**config.mk**
```make
export PLATFORM = sky130hd
export DESIGN_NAME = budget_capped_percent_encoder_flat
export DESIGN_NICKNAME = d
export VERILOG_FILES = /design/src/design/pce_pkg.sv /design/src/design/pce_in_if.sv /design/src/design/pce_out_if.sv /design/src/design/pce_cfg_if.sv /design/src/design/pce_encode.sv /design/src/design/pce_emit.sv /design/src/design/budget_capped_percent_encoder.sv /design/src/flat_wrapper.sv
export SDC_FILE = /design/constraint.sdc
export NUM_CORES = 1
export LEC_CHECK = 0
export ABC_CLOCK_PERIOD_IN_PS = 33100
export BUFFER_PORTS_ARGS = -buffer_cell sky130_fd_sc_hd__buf_2
export CAP_MARGIN = 20
export CORE_MARGIN = 8
export CORE_UTILIZATION = 65
export DETAILED_ROUTE_END_ITERATION = 12
export GPL_TIMING_DRIVEN = 0
export PLACE_DENSITY = 0.84
export SYNTH_ARGS = -nofsm -noshare
export SYNTH_HDL_FRONTEND = slang
export SYNTH_SLANG_ARGS = --single-unit
```
**constraint.sdc**
```tcl
create_clock -name clk -period 33.1 [get_ports clk]
set_input_delay 6.62 -clock clk [delete_from_list [all_inputs] [get_ports clk]]
set_output_delay 6.62 -clock clk [all_outputs]
set_load 0.05 [all_outputs]
```
**src/design/pce_pkg.sv**
```systemverilog
// Shared types, constants and helper functions of the budget-capped percent encoder.
package pce_pkg;

  localparam int BYTE_W         = 8;
  localparam int BUDGET_W       = 16;
  localparam int COUNT_BITS_DEF = 16;
  localparam int MAX_CHAR       = 4;   // longest UTF-8 character
  localparam int PEND_DEPTH     = 3;   // bytes held of an unfinished character
  localparam int LEN_W          = 3;

  localparam logic [BUDGET_W-1:0] BUDGET_RESET = 16'd6000;

  typedef logic [BYTE_W-1:0] byte_t;

  localparam byte_t PCT_CHAR = 8'h25;
  localparam byte_t NUL_CHAR = 8'h00;

  localparam byte_t HEX_DIGITS [16] = '{
    8'h30, 8'h31, 8'h32, 8'h33, 8'h34, 8'h35, 8'h36, 8'h37,
    8'h38, 8'h39, 8'h41, 8'h42, 8'h43, 8'h44, 8'h45, 8'h46
  };

  // One item's worth of raw bytes handed to the serializer.
  // nbytes == 0 means an end-only marker.
  typedef struct packed {
    byte_t [MAX_CHAR-1:0] bytes;
    logic  [LEN_W-1:0]    nbytes;
    logic                 done;
  } burst_t;

  typedef struct packed {
    logic             stopped;
    logic [1:0]       pend_cnt;
    logic [LEN_W-1:0] char_len;
  } enc_status_t;

  // UTF-8 length announced by a lead byte; malformed leads count as one.
  function automatic logic [LEN_W-1:0] lead_len(input byte_t c);
    logic [LEN_W-1:0] n;
    n = 3'd1;
    if (c[7] == 1'b0) begin
      n = 3'd1;
    end else if (c[7:5] == 3'b110) begin
      n = 3'd2;
    end else if (c[7:4] == 4'hE) begin
      n = 3'd3;
    end else if (c[7:3] == 5'h1E) begin
      n = 3'd4;
    end
    return n;
  endfunction

  // Unreserved set: letters, digits and - _ . ~
  function automatic logic unreserved(input byte_t c);
    return c inside {[8'h30:8'h39], [8'h41:8'h5A], [8'h61:8'h7A],
                     8'h2D, 8'h5F, 8'h2E, 8'h7E};
  endfunction

endpackage

```
**src/design/pce_in_if.sv**
```systemverilog
// Input channel: raw string bytes with end-of-string flag.
interface pce_in_if;
  import pce_pkg::*;
  logic  valid;
  logic  ready;
  byte_t in_byte;
  logic  final_byte;
  modport source(output valid, output in_byte, output final_byte, input ready);
  modport sink(input valid, input in_byte, input final_byte, output ready);
endinterface

```
**src/design/pce_out_if.sv**
```systemverilog
// Result channel: encoded output characters with framing flags.
interface pce_out_if;
  import pce_pkg::*;
  logic  valid;
  logic  ready;
  byte_t out_char;
  logic  char_present;
  logic  run_last;
  logic  string_done;
  modport source(output valid, output out_char, output char_present,
                 output run_last, output string_done, input ready);
  modport sink(input valid, input out_char, input char_present,
               input run_last, input string_done, output ready);
endinterface

```
**src/design/pce_cfg_if.sv**
```systemverilog
// Configuration write channel for the output budget register.
interface pce_cfg_if;
  import pce_pkg::*;
  logic                valid;
  logic                ready;
  logic [BUDGET_W-1:0] output_budget;
  modport source(output valid, output output_budget, input ready);
  modport sink(input valid, input output_budget, output ready);
endinterface

```
**src/design/pce_encode.sv**
```systemverilog
// Input register, UTF-8 grouping, budget check and per-string state.
module pce_encode #(
  parameter int COUNT_BITS = pce_pkg::COUNT_BITS_DEF
) (
  input  logic                clk,
  input  logic                rst_n,
  pce_in_if.sink              in_bus,
  pce_cfg_if.sink             cfg_bus,
  input  logic                burst_free,
  output logic                burst_load,
  output pce_pkg::burst_t     burst,
  output pce_pkg::enc_status_t status
);
  import pce_pkg::*;

  localparam int SUM_W      = COUNT_BITS + 1;
  localparam int CMP_W      = (SUM_W > BUDGET_W + 1) ? SUM_W : BUDGET_W + 1;
  localparam int NUM_GROUPS = 3;

  logic                  in_v_r;
  byte_t                 byte_r;
  logic                  fin_r;
  logic [BUDGET_W-1:0]   budget_r;
  logic [COUNT_BITS-1:0] used_r, used_nxt;
  logic                  stopped_r, stopped_nxt;
  logic [1:0]            pend_cnt_r, pend_cnt_nxt;
  logic [LEN_W-1:0]      char_len_r, char_len_nxt;
  byte_t                 pend_r [PEND_DEPTH];

  byte_t                         cand [MAX_CHAR];
  logic [MAX_CHAR-1:0][3:0]      eb;
  logic [LEN_W-1:0]              kk;
  logic                          complete;
  logic                          pair;
  logic [3:0]                    e_all;
  logic [NUM_GROUPS-1:0]         gex;
  logic [NUM_GROUPS-1:0][LEN_W-1:0] gn;
  logic [NUM_GROUPS-1:0][3:0]    ge;
  logic                          active;
  logic [COUNT_BITS-1:0]         u_acc;
  logic [SUM_W-1:0]              grp_sum;
  logic                          run_ok;
  logic                          stop_hit;
  logic [LEN_W-1:0]              m;
  logic                          has_res;
  logic                          xfer;
  logic                          store;

  // candidate character: held bytes followed by the new byte
  always_comb begin
    cand[0] = (pend_cnt_r == 2'd0) ? byte_r : pend_r[0];
    cand[1] = (pend_cnt_r == 2'd1) ? byte_r : pend_r[1];
    cand[2] = (pend_cnt_r == 2'd2) ? byte_r : pend_r[2];
    cand[3] = byte_r;
    for (int i = 0; i < MAX_CHAR; i++) begin
      eb[i] = unreserved(cand[i]) ? 4'd1 : 4'd3;
    end
  end

  assign kk       = {1'b0, pend_cnt_r} + 3'd1;
  assign complete = (pend_cnt_r == 2'd0) ? (lead_len(byte_r) == 3'd1)
                                         : (kk >= char_len_r);
  assign pair     = (kk == 3'd3) && (lead_len(cand[1]) == 3'd2);

  // group split: whole character, or a cut-off character regrouped
  always_comb begin
    e_all = '0;
    for (int i = 0; i < MAX_CHAR; i++) begin
      if (LEN_W'(i) < kk) begin
        e_all = e_all + eb[i];
      end
    end
    if (complete) begin
      gex   = 3'b001;
      gn[0] = kk;
      ge[0] = e_all;
      gn[1] = '0;
      ge[1] = '0;
      gn[2] = '0;
      ge[2] = '0;
    end else begin
      // lead byte alone always, it could not finish its character
      gex[0] = 1'b1;
      gn[0]  = 3'd1;
      ge[0]  = eb[0];
      gex[1] = (kk >= 3'd2);
      gn[1]  = pair ? 3'd2 : 3'd1;
      ge[1]  = eb[1] + (pair ? eb[2] : 4'd0);
      gex[2] = (kk == 3'd3) && !pair;
      gn[2]  = 3'd1;
      ge[2]  = eb[2];
    end
  end

  assign active = in_v_r && !stopped_r && (complete || fin_r);

  // budget test per group, first refusal stops the rest
  always_comb begin
    u_acc    = used_r;
    run_ok   = 1'b1;
    stop_hit = 1'b0;
    m        = '0;
    grp_sum  = '0;
    for (int g = 0; g < NUM_GROUPS; g++) begin
      if (active && gex[g] && run_ok) begin
        grp_sum = {1'b0, u_acc} + SUM_W'(ge[g]);
        if (CMP_W'(grp_sum) > CMP_W'(budget_r)) begin
          stop_hit = 1'b1;
          run_ok   = 1'b0;
        end else begin
          u_acc = grp_sum[COUNT_BITS] ? '1 : grp_sum[COUNT_BITS-1:0];
          m     = m + gn[g];
        end
      end
    end
  end

  assign has_res    = (m != '0) || fin_r;
  assign xfer       = in_v_r && (!has_res || burst_free);
  assign burst_load = in_v_r && has_res && burst_free;
  assign store      = !fin_r && !stopped_r && !complete;

  always_comb begin
    for (int i = 0; i < MAX_CHAR; i++) begin
      burst.bytes[i] = cand[i];
    end
    burst.nbytes = m;
    burst.done   = fin_r;
  end

  assign in_bus.ready  = !in_v_r || xfer;
  assign cfg_bus.ready = 1'b1;

  always_comb begin
    used_nxt     = used_r;
    stopped_nxt  = stopped_r;
    pend_cnt_nxt = pend_cnt_r;
    char_len_nxt = char_len_r;
    if (xfer) begin
      if (fin_r) begin
        used_nxt     = '0;
        stopped_nxt  = 1'b0;
        pend_cnt_nxt = '0;
        char_len_nxt = '0;
      end else if (!stopped_r) begin
        if (complete) begin
          used_nxt     = u_acc;
          stopped_nxt  = stop_hit;
          pend_cnt_nxt = '0;
          char_len_nxt = '0;
        end else begin
          pend_cnt_nxt = kk[1:0];
          if (pend_cnt_r == 2'd0) begin
            char_len_nxt = lead_len(byte_r);
          end
        end
      end
    end
  end

  always_ff @(posedge clk) begin
    if (!rst_n) begin
      in_v_r     <= 1'b0;
      budget_r   <= BUDGET_RESET;
      used_r     <= '0;
      stopped_r  <= 1'b0;
      pend_cnt_r <= '0;
      char_len_r <= '0;
    end else begin
      in_v_r     <= in_bus.valid || (in_v_r && !xfer);
      used_r     <= used_nxt;
      stopped_r  <= stopped_nxt;
      pend_cnt_r <= pend_cnt_nxt;
      char_len_r <= char_len_nxt;
      if (cfg_bus.valid) begin
        budget_r <= cfg_bus.output_budget;
      end
    end
  end

  // payload, no reset
  always_ff @(posedge clk) begin
    if (in_bus.valid && in_bus.ready) begin
      byte_r <= in_bus.in_byte;
      fin_r  <= in_bus.final_byte;
    end
    if (xfer && store) begin
      case (pend_cnt_r)
        2'd0:    pend_r[0] <= byte_r;
        2'd1:    pend_r[1] <= byte_r;
        2'd2:    pend_r[2] <= byte_r;
        default: ;
      endcase
    end
  end

  assign status.stopped  = stopped_r;
  assign status.pend_cnt = pend_cnt_r;
  assign status.char_len = char_len_r;

endmodule

```
**src/design/pce_emit.sv**
```systemverilog
// Result register and serializer: expands held bytes into output beats.
module pce_emit (
  input  logic            clk,
  input  logic            rst_n,
  input  logic            burst_load,
  input  pce_pkg::burst_t burst,
  output logic            burst_free,
  pce_out_if.source       out_bus
);
  import pce_pkg::*;

  typedef enum logic [1:0] {PH_PCT, PH_HI, PH_LO} phase_t;

  logic                 busy_r;
  byte_t [MAX_CHAR-1:0] bytes_r;
  logic [LEN_W-1:0]     left_r;
  phase_t               phase_r;
  logic                 done_r;

  byte_t cur;
  logic  pass;
  logic  marker;
  logic  byte_end;
  logic  last;
  logic  pop;

  assign cur      = bytes_r[0];
  assign pass     = unreserved(cur);
  assign marker   = (left_r == '0);
  assign byte_end = marker || pass || (phase_r == PH_LO);
  assign last     = byte_end && (left_r <= 3'd1);
  assign pop      = busy_r && out_bus.ready;

  assign burst_free = !busy_r || (pop && last);

  always_comb begin
    out_bus.out_char = cur;
    if (marker) begin
      out_bus.out_char = NUL_CHAR;
    end else if (!pass) begin
      case (phase_r)
        PH_PCT:  out_bus.out_char = PCT_CHAR;
        PH_HI:   out_bus.out_char = HEX_DIGITS[cur[7:4]];
        PH_LO:   out_bus.out_char = HEX_DIGITS[cur[3:0]];
        default: out_bus.out_char = PCT_CHAR;
      endcase
    end
  end

  assign out_bus.valid        = busy_r;
  assign out_bus.char_present = !marker;
  assign out_bus.run_last     = last;
  assign out_bus.string_done  = last && done_r;

  always_ff @(posedge clk) begin
    if (!rst_n) begin
      busy_r  <= 1'b0;
      phase_r <= PH_PCT;
    end else if (burst_load) begin
      busy_r  <= 1'b1;
      phase_r <= PH_PCT;
    end else if (pop) begin
      if (last) begin
        busy_r <= 1'b0;
      end
      if (byte_end) begin
        phase_r <= PH_PCT;
      end else begin
        case (phase_r)
          PH_PCT:  phase_r <= PH_HI;
          PH_HI:   phase_r <= PH_LO;
          default: phase_r <= PH_PCT;
        endcase
      end
    end
  end

  // payload, no reset
  always_ff @(posedge clk) begin
    if (burst_load) begin
      bytes_r <= burst.bytes;
      left_r  <= burst.nbytes;
      done_r  <= burst.done;
    end else if (pop && byte_end && !last) begin
      bytes_r <= {NUL_CHAR, bytes_r[MAX_CHAR-1:1]};
      left_r  <= left_r - 3'd1;
    end
  end

endmodule

```
**src/design/budget_capped_percent_encoder.sv**
```systemverilog
// Path: an accepted byte is registered, then loaded into the result register
//   when the serializer is free, which then presents its first result beat.
// Throughput: one result beat per cycle from the serializer while the receiver is ready;
//   bytes that emit nothing do not wait for it; a passed byte gives 1 beat, an escaped one 3 (up to 12).
// Reset: synchronous, active low; clears counters, flags and valids, budget = 6000.
//   Held character bytes are not cleared; they are never read before written.
module budget_capped_percent_encoder #(
  parameter int COUNT_BITS = pce_pkg::COUNT_BITS_DEF
) (
  input  logic      clk,
  input  logic      rst_n,
  pce_in_if.sink    in_bus,
  pce_out_if.source out_bus,
  pce_cfg_if.sink   cfg_bus
);
  import pce_pkg::*;

  // Hand-off between the encoder stage and the serializer. The encoder
  // keeps all per-string state (used count, stop flag, held bytes) and
  // updates it as soon as an item leaves its input register; only items
  // that yield beats wait for the serializer to free up.
  logic        burst_load;
  logic        burst_free;
  burst_t      burst;
  enc_status_t enc_st;

  // Grouping and budget test: the input register feeds a short chain of
  // at most three add/compare steps (one per character group), so a new
  // byte can be taken every cycle when it produces no beats.
  pce_encode #(
    .COUNT_BITS (COUNT_BITS)
  ) u_encode (
    .clk        (clk),
    .rst_n      (rst_n),
    .in_bus     (in_bus),
    .cfg_bus    (cfg_bus),
    .burst_free (burst_free),
    .burst_load (burst_load),
    .burst      (burst),
    .status     (enc_st)
  );

  // Result register: holds up to four raw bytes and walks them out as
  // literal characters or as percent plus two hex digits. It frees on the
  // beat that ends the burst, so the next burst follows without a gap.
  pce_emit u_emit (
    .clk        (clk),
    .rst_n      (rst_n),
    .burst_load (burst_load),
    .burst      (burst),
    .burst_free (burst_free),
    .out_bus    (out_bus)
  );

`ifndef ASSERT_OFF
  // an end-only marker is always the closing beat of its string
  a_marker_closes : assert property (@(posedge clk) disable iff (!rst_n)
    out_bus.valid && !out_bus.char_present |-> out_bus.run_last && out_bus.string_done)
    else $error("marker beat without end flags");

  // a refusal only happens on a whole group, never with bytes still held
  a_stop_no_pending : assert property (@(posedge clk) disable iff (!rst_n)
    enc_st.stopped |-> enc_st.pend_cnt == 2'd0)
    else $error("stop flag set while bytes are held");

  // held bytes are always fewer than the length their lead announced
  a_pending_short : assert property (@(posedge clk) disable iff (!rst_n)
    enc_st.pend_cnt != 2'd0 |-> enc_st.char_len > {1'b0, enc_st.pend_cnt})
    else $error("held bytes reach announced character length");

  // an announced character length is kept only while bytes are held
  a_done_clears : assert property (@(posedge clk) disable iff (!rst_n)
    enc_st.pend_cnt == 2'd0 |-> enc_st.char_len == 3'd0)
    else $error("character length left over without held bytes");
`endif

endmodule

```
**src/flat_wrapper.sv**
```systemverilog
// flat-port wrapper written by rule: the top's interface ports become plain ports
module budget_capped_percent_encoder_flat import pce_pkg::*;
#(
  parameter int COUNT_BITS = pce_pkg::COUNT_BITS_DEF
)
  (clk, rst_n, in_bus_valid, in_bus_in_byte, in_bus_final_byte, in_bus_ready, out_bus_valid, out_bus_out_char, out_bus_char_present, out_bus_run_last, out_bus_string_done, out_bus_ready, cfg_bus_valid, cfg_bus_output_budget, cfg_bus_ready);
  pce_in_if in_bus_i ();
  pce_out_if out_bus_i ();
  pce_cfg_if cfg_bus_i ();
  input  logic clk;
  input  logic rst_n;
  input wire logic [$bits(in_bus_i.valid)-1:0] in_bus_valid;
  input wire logic [$bits(in_bus_i.in_byte)-1:0] in_bus_in_byte;
  input wire logic [$bits(in_bus_i.final_byte)-1:0] in_bus_final_byte;
  output wire logic [$bits(in_bus_i.ready)-1:0] in_bus_ready;
  output wire logic [$bits(out_bus_i.valid)-1:0] out_bus_valid;
  output wire logic [$bits(out_bus_i.out_char)-1:0] out_bus_out_char;
  output wire logic [$bits(out_bus_i.char_present)-1:0] out_bus_char_present;
  output wire logic [$bits(out_bus_i.run_last)-1:0] out_bus_run_last;
  output wire logic [$bits(out_bus_i.string_done)-1:0] out_bus_string_done;
  input wire logic [$bits(out_bus_i.ready)-1:0] out_bus_ready;
  input wire logic [$bits(cfg_bus_i.valid)-1:0] cfg_bus_valid;
  input wire logic [$bits(cfg_bus_i.output_budget)-1:0] cfg_bus_output_budget;
  output wire logic [$bits(cfg_bus_i.ready)-1:0] cfg_bus_ready;
  assign in_bus_i.valid = in_bus_valid;
  assign in_bus_i.in_byte = in_bus_in_byte;
  assign in_bus_i.final_byte = in_bus_final_byte;
  assign in_bus_ready = in_bus_i.ready;
  assign out_bus_valid = out_bus_i.valid;
  assign out_bus_out_char = out_bus_i.out_char;
  assign out_bus_char_present = out_bus_i.char_present;
  assign out_bus_run_last = out_bus_i.run_last;
  assign out_bus_string_done = out_bus_i.string_done;
  assign out_bus_i.ready = out_bus_ready;
  assign cfg_bus_i.valid = cfg_bus_valid;
  assign cfg_bus_i.output_budget = cfg_bus_output_budget;
  assign cfg_bus_ready = cfg_bus_i.ready;
  budget_capped_percent_encoder #(.COUNT_BITS(COUNT_BITS)) u_core (.clk(clk), .rst_n(rst_n), .in_bus(in_bus_i), .out_bus(out_bus_i), .cfg_bus(cfg_bus_i));
endmodule
```
# After elaboration in Yosys (flattened, before gate mapping)
# Memory sizes are Yosys's and may differ from the RTL's.
# Index checks and enable logic that the tools add are counted.
dict set report word_totals {
  reg_bits 87
  ram_bits 24
  rom_bits 256
  inputBits 30
  out_inout_bits 14
  memories 3
}
# name depth word_bits rd rd_ports_with_merged_regs wr line
set mem_list {}
lappend mem_list {{(no name shown)} 16 8 1 0 0 pce_emit.sv:44} ;# PH_LO: out_bus.out_char = HEX_DIGITS[cur[3:0]];
lappend mem_list {{(no name shown)} 16 8 1 0 0 pce_emit.sv:43} ;# PH_HI: out_bus.out_char = HEX_DIGITS[cur[7:4]];
lappend mem_list {u_core.u_encode.pend_r 3 8 3 0 1 pce_encode.sv:28} ;# byte_t pend_r [PEND_DEPTH];
dict set report classes {
  n_addsub 11
  order_cmp 42
  eq_ne 34
  muxes 94
  bitwise 3
  reduce_logical 77
}
# op count
set op_table {}
lappend op_table {{$mux W16} 12}
lappend op_table {{$mux W8} 11}
lappend op_table {{$eq A8 B6 Y1 const B} 10}
lappend op_table {{$eq A8 B7 Y1 const B} 10}
lappend op_table {{$ge A8 B7 Y1 const B} 10}
lappend op_table {{$le A8 B7 Y1 const B} 10}
lappend op_table {{$mux W32} 2}
lappend op_table {{$mux W3} 21}
lappend op_table {{$add A16 B4 Y17} 3}
lappend op_table {{$gt A17 B16 Y1} 3}
lappend op_table {{$ge A8 B6 Y1 const B} 5}
lappend op_table {{$le A8 B6 Y1 const B} 5}
lappend op_table {{$logic_and A1 B1 Y1} 38}
lappend op_table {{$reduce_bool A7 Y1} 5}
lappend op_table {{$mux W1} 28}
lappend op_table {{$mux W2} 13}
lappend op_table {{$pmux W8 S2} 1}
lappend op_table {{$reduce_or A8 Y1} 2}
lappend op_table {{$add A4 B2 Y4} 3}
lappend op_table {{$mux W4} 3}
lappend op_table {{$eq A5 B5 Y1 const B} 2}
lappend op_table {{$ge A5 B5 Y1 const B} 2}
lappend op_table {{$logic_not A1 Y1} 10}
lappend op_table {{$mux W10} 1}
lappend op_table {{other kinds (28)} 51}

# Longest topological paths before layout
dict set report logic_depth {
  ltp_word 37
  mapped_depth 79
}

# Modules after synthesis
# From an unflattened synthesis, not the netlist that was laid out.
dict set report hier_totals {
  cells_unflattened 1096
  hier_area_um2 9768.1
}
# mod n_inst cells_each area_each_um2 seq_area_each_um2
set by_module_without_submodules {}
lappend by_module_without_submodules {pce_encode 1 884 7333.3 1771.7}
lappend by_module_without_submodules {pce_emit 1 212 2434.8 1141.1}

# Worst setup path before layout
# No wires, ideal clock.
dict set report synth_path {
  kind {register -> output}
  start {register u_core.u_encode.pend_cnt_r[0]}
  end {output port in_bus_ready}
  t_arrival_ps 12587
  t_required_ps 26480
  slack_ps 13893
  stages_incl_launch_ff 55
  cell_sequence {dfxtp_1 > inv_1 > ha_1 > buf_1 > mux2_2 > nor3_1 > a21oi_1 > o21ai_0 > a221oi_1 > o21ai_0 > o211ai_1 > and2_1 > fa_1 > mux2i_1 > fa_1 > mux2i_1 > inv_1 > fa_1 > [... 19 more ...] > fa_1 > inv_1 > a21o_1 > nand4_1 > nor4b_1 > a41o_1 > nand2_1 > nor3_1 > xor2_1 > ha_1 > a2111oi_0 > o211ai_1 > o21ai_0 > nand3_1 > o41a_1 > or4b_1 > and3_1 > inv_1}
}
dict set report synth_via {
  elab_chain_len 32
  elab_cells_between_ends 121
}
# item line
set synth_lines {}
lappend synth_lines {{from (decl)} pce_encode.sv:26} ;# logic [1:0] pend_cnt_r, pend_cnt_nxt;
lappend synth_lines {{from (signal assigned)} pce_encode.sv:173} ;# pend_cnt_r <= pend_cnt_nxt;
lappend synth_lines {{$logic_not A2 Y1} {pce_encode.sv:51, pce_encode.sv:61}}
lappend synth_lines {{$mux W8} pce_encode.sv:51} ;# cand[0] = (pend_cnt_r == 2'd0) ? byte_r : pend_r[0];
lappend synth_lines {{$ge A8 B6 Y1, or another cell as far along} pce_pkg.sv:55} ;# return c inside {[8'h30:8'h39], [8'h41:8'h5A], [8'h61:8'h7A],
lappend synth_lines {{$logic_and A1 B1 Y1} pce_pkg.sv:55}
lappend synth_lines {{$reduce_bool A7 Y1} pce_pkg.sv:55}
lappend synth_lines {{$mux W2} pce_encode.sv:56} ;# eb[i] = unreserved(cand[i]) ? 4'd1 : 4'd3;
lappend synth_lines {{$mux W2} pce_encode.sv:69} ;# if (LEN_W'(i) < kk) begin
lappend synth_lines {{$add A4 B2 Y4} pce_encode.sv:70} ;# e_all = e_all + eb[i];
lappend synth_lines {{[... 16 more ...]} n/a}
lappend synth_lines {{$mux W3} pce_encode.sv:107} ;# if (CMP_W'(grp_sum) > CMP_W'(budget_r)) begin
lappend synth_lines {{$mux W3 (*)} pce_encode.sv:105} ;# if (active && gex[g] && run_ok) begin
lappend synth_lines {{$reduce_bool A3 Y1 (*)} pce_encode.sv:118} ;# assign has_res = (m != '0) || fin_r;
lappend synth_lines {{$logic_or A1 B1 Y1 (*)} pce_encode.sv:118}
lappend synth_lines {{$logic_not A1 Y1 (*)} pce_encode.sv:119} ;# assign xfer = in_v_r && (!has_res || burst_free);
lappend synth_lines {{$logic_or A1 B1 Y1 (*)} pce_encode.sv:119}
lappend synth_lines {{$logic_and A1 B1 Y1 (*)} pce_encode.sv:119}
lappend synth_lines {{$logic_or A1 B1 Y1 (*)} pce_encode.sv:131} ;# assign in_bus.ready = !in_v_r || xfer;
lappend synth_lines {{to (decl)} flat_wrapper.sv:15} ;# output wire logic [$bits(in_bus_i.ready)-1:0] in_bus_ready;
# Every way passes the cells marked *; elsewhere a longest branch is shown, timed or not.

# Final worst setup path
# Ends and elaborated chain as after synthesis.

==> reports/metrics.yaml <==
grt_first_pass_wirelength_mm: 40.9
final_cells: 1349
finish.utilization_pct: 71.6
grt_pass1_vias: 8019
cts_buffers: 9
async_reset_ff_share_pct: 0
tns_ps: 0
finalSetupViolCount: 0
post_cts_resized: 0
synth_fa_ha_area_share_pct: 12.8
ir_drop_mv: 0.0280
ff_latch_area_um2: 2910
crit_arrival_ps: 16710
rrSetupSlack_ps: 12170
portBuffers: 40
die_h_um: 138
synth-xor-area-share_pct: 6.41
viasPerCell: 6.51
max_freq_mhz: 42.9
setup.worst_path.start_class: "flop"
num-nets-final: 1284
yosysWarnings: 0
synth_nets: 1233
detailedRoute.firstPassIterationCount: 7
grt_start_max_net_pins: 36
cts_tree: "yes"
synth_top_family_by_area: "compound AO/OA/AOI/OAI gates"
crit_buf_inv: 10
cpPeakStageDelay_ps: 630
clockBufferDepth: 2
cp_max_fo: 10
coreArea_um2: 14500
drc: 0
crit_cells: 55
ios: 44
multiInputGateArea_um2: 6200
area_growth_pct: 7.61
ys_seq_elements: 111
routed-via-count: 8782
crit_end: "in_bus_ready"
netlist_instances: 1109
clkTransAtPathRegs_ps: 80
start_util_pct: 66.5
insertion_delay_ps: 370
drv_slew: 0
synth_area_um2: 9660
hpwl_mm: 20.4
p_per_area_nw_per_um2: 30.7
nFillCells: 1127
finalCritPeriodShare_pct: 70.5
period_minus_slack_ps: 23330
synth_compound_area_share_pct: 20.2
dp_cells: 1333
critical_path.top_delay_family: "compound AO/OA/AOI/OAI gates"
cpMaxStageDelayCell: "buf_1"
critical_path_class: "flop to output pin"
r2r_end: "u_core.u_emit.left_r[0]"
gp_congestion: 1.02
cts_setup_buffers: 0
finalWirelength_mm: 26.2
cts_max_level: 3
status: "finished, final reports clean"
grt_usage_pct: 27.7
drtIter0Drc: 1004
ys_seq_area_share_pct: 30.1
synthDistinctLibCells: 89
dieArea_um2: 19000
ys.flop_type: "edfxtp_1"
cts_hold_buf: 0
crit_start: "u_core.u_encode.pend_cnt_r[0]"
maxCapViolations: 0
antenna-diode-count: 0
min_path_type: "flop to flop"
leakage_nw: 4.16
overflow: 0
synth-edff-count: 69
clockRootBuffer: "clkbuf_16"
drive_above_1_share_pct: 9.96
final.setup_skew_ps: 12.5
yosys.area_share.simple_pct: 18.8
end_kind: "output pin"
relSlewSlack_pct: 25.7
dieWidth_um: 138
tightest_slew_ps: 1100
required_ps: 26480
rows: 44
reg2regPathDepth: 71
hold_viol_final: 0
rsz0062_at_grt: "no"
wl_per_cell_um: 19.4
rr_startpoint: "u_core.u_encode.pend_cnt_r[0]"
clkSinkCount: 111
ant_nets: 0
antenna_found_initial: 0
syn_avg_cell_area_um2: 8.71
muxShareOfSynthArea_pct: 5.86
## stage by stage
step           hold slack (ps)  worst slack (ps)  area [um2]  power [mW]
2_1_floorplan              435             13890        9660       0.195
3_3_place_gp               447             11000       10100       0.208
3_5_place_dp               465             10860       10100       0.210
4_1_cts                    478             10230       10400       0.319
5_1_grt                    508              8950       10400       0.330
6_report                   478              9770       10400       0.319
## cell usage after synthesis (14+ instances only)
| cell type | instances | area, um2 |
|---|---|---|
| nor2b_1 | 18 | 113 |
| dfxtp_1 | 42 | 841 |
| o21ai_0 | 53 | 265 |
| a21oi_1 | 72 | 360 |
| ha_1 | 86 | 1080 |
| nand4_1 | 16 | 100 |
| nand3_1 | 40 | 200 |
| o211ai_1 | 25 | 188 |
| nor3_1 | 25 | 125 |
| a31oi_1 | 15 | 93.8 |
| edfxtp_1 | 69 | 2070 |
| xor2_1 | 20 | 175 |
| mux2i_1 | 42 | 420 |
| clkbuf_1 | 38 | 143 |
| nor2_1 | 105 | 394 |
| inv_1 | 72 | 270 |
| and2_1 | 18 | 113 |
| a211oi_1 | 14 | 105 |
| xnor2_1 | 47 | 412 |
| nand2_1 | 79 | 297 |
## cell usage in the layout (no fill, tap or decap), drive strengths merged, types with 14 or more instances in the layout
cell type / instances
mux2i: 42
a211oi: 14
nand3: 40
edfxtp: 69
nand2: 79
buf: 62
xor2: 21
nor2b: 18
nor2: 106
o211ai: 25
nand4: 18
xnor2: 48
o21ai: 66
ha: 86
dfxtp: 42
nor3: 26
clkbuf: 47
and2: 18
a21oi: 74
a31oi: 18
inv: 76
## how the worst min path moves through the flow
| stage | start | cells past startpoint | end | slack (ps) |
|---|---|---|---|---|
| after floorplan | u_core.u_encode.char_len_r[2] | 2 | u_core.u_encode.char_len_r[2] | 430 |
| after global placement | u_core.u_encode.char_len_r[2] | 2 | u_core.u_encode.char_len_r[2] | 450 |
| after detailed placement | u_core.u_encode.char_len_r[2] | 2 | u_core.u_encode.char_len_r[2] | 470 |
| after CTS | u_core.u_encode.char_len_r[2] | 2 | u_core.u_encode.char_len_r[2] | 480 |
| after global routing | u_core.u_encode.char_len_r[2] | 2 | u_core.u_encode.char_len_r[2] | 510 |
| final | u_core.u_encode.char_len_r[2] | 2 | u_core.u_encode.char_len_r[2] | 480 |
## area by class of cell
cell class              instances  share of cell area, %
multi-input cells             864                   59.6
flip-flops and latches        111                   28.0
inverters                      74                   2.67
plain buffers                  60                   2.66
well taps                     184                   2.21
clock buffers                   9                   2.17
repair buffers                 40                   1.92
clock inverters                 7                  0.770
## sequential cells by signal, summed over array words and instances (netlist names), 2 cells and up
signal	cells
u_core.u_emit.bytes_r	24
u_core.u_encode.pend_r	24
u_core.u_encode.budget_r	16
u_core.u_encode.used_r	16
u_core.u_emit.cur	8
u_core.u_encode.byte_r	8
u_core.u_emit.left_r	3
u_core.u_encode.char_len_r	3
u_core.u_emit.phase_r	2
u_core.u_encode.pend_cnt_r	2
## worst min-delay path, cell delays in order, from the launching register on
cell and delay [ps]:
dfxtp_1 320, nand2_1 60, mux2i_1 60
## power breakdown
group	switching, mW	internal (mW)
Combinational	0.0349	0.0181
Sequential	0.00329	0.152
Clock	0.0557	0.0544
Total	0.0939	0.225
## cells by family after synthesis
| family | count (synthesis) |
|---|---|
| other cells | 2 |
| compound gates | 285 |
| mux | 55 |
| buf+inv | 134 |
| flops | 111 |
| xor+xnor | 69 |
| simple gates | 359 |
| fa+ha+maj | 94 |
## layer usage
layer | routed length (um) | global-route usage [%] | vias to the layer above | part of all wire [%]
met1 | 11200 | 38.1 | 4082 | 43
met5 | 0 | 0 | - | 0
met3 | 3410 | 8.84 | 48 | 13
met2 | 11200 | 41.2 | 520 | 43
li1 | - | - | 4132 | -
met4 | 431 | 6.75 | 0 | 1.6
(Power assumes the default switching activity.)
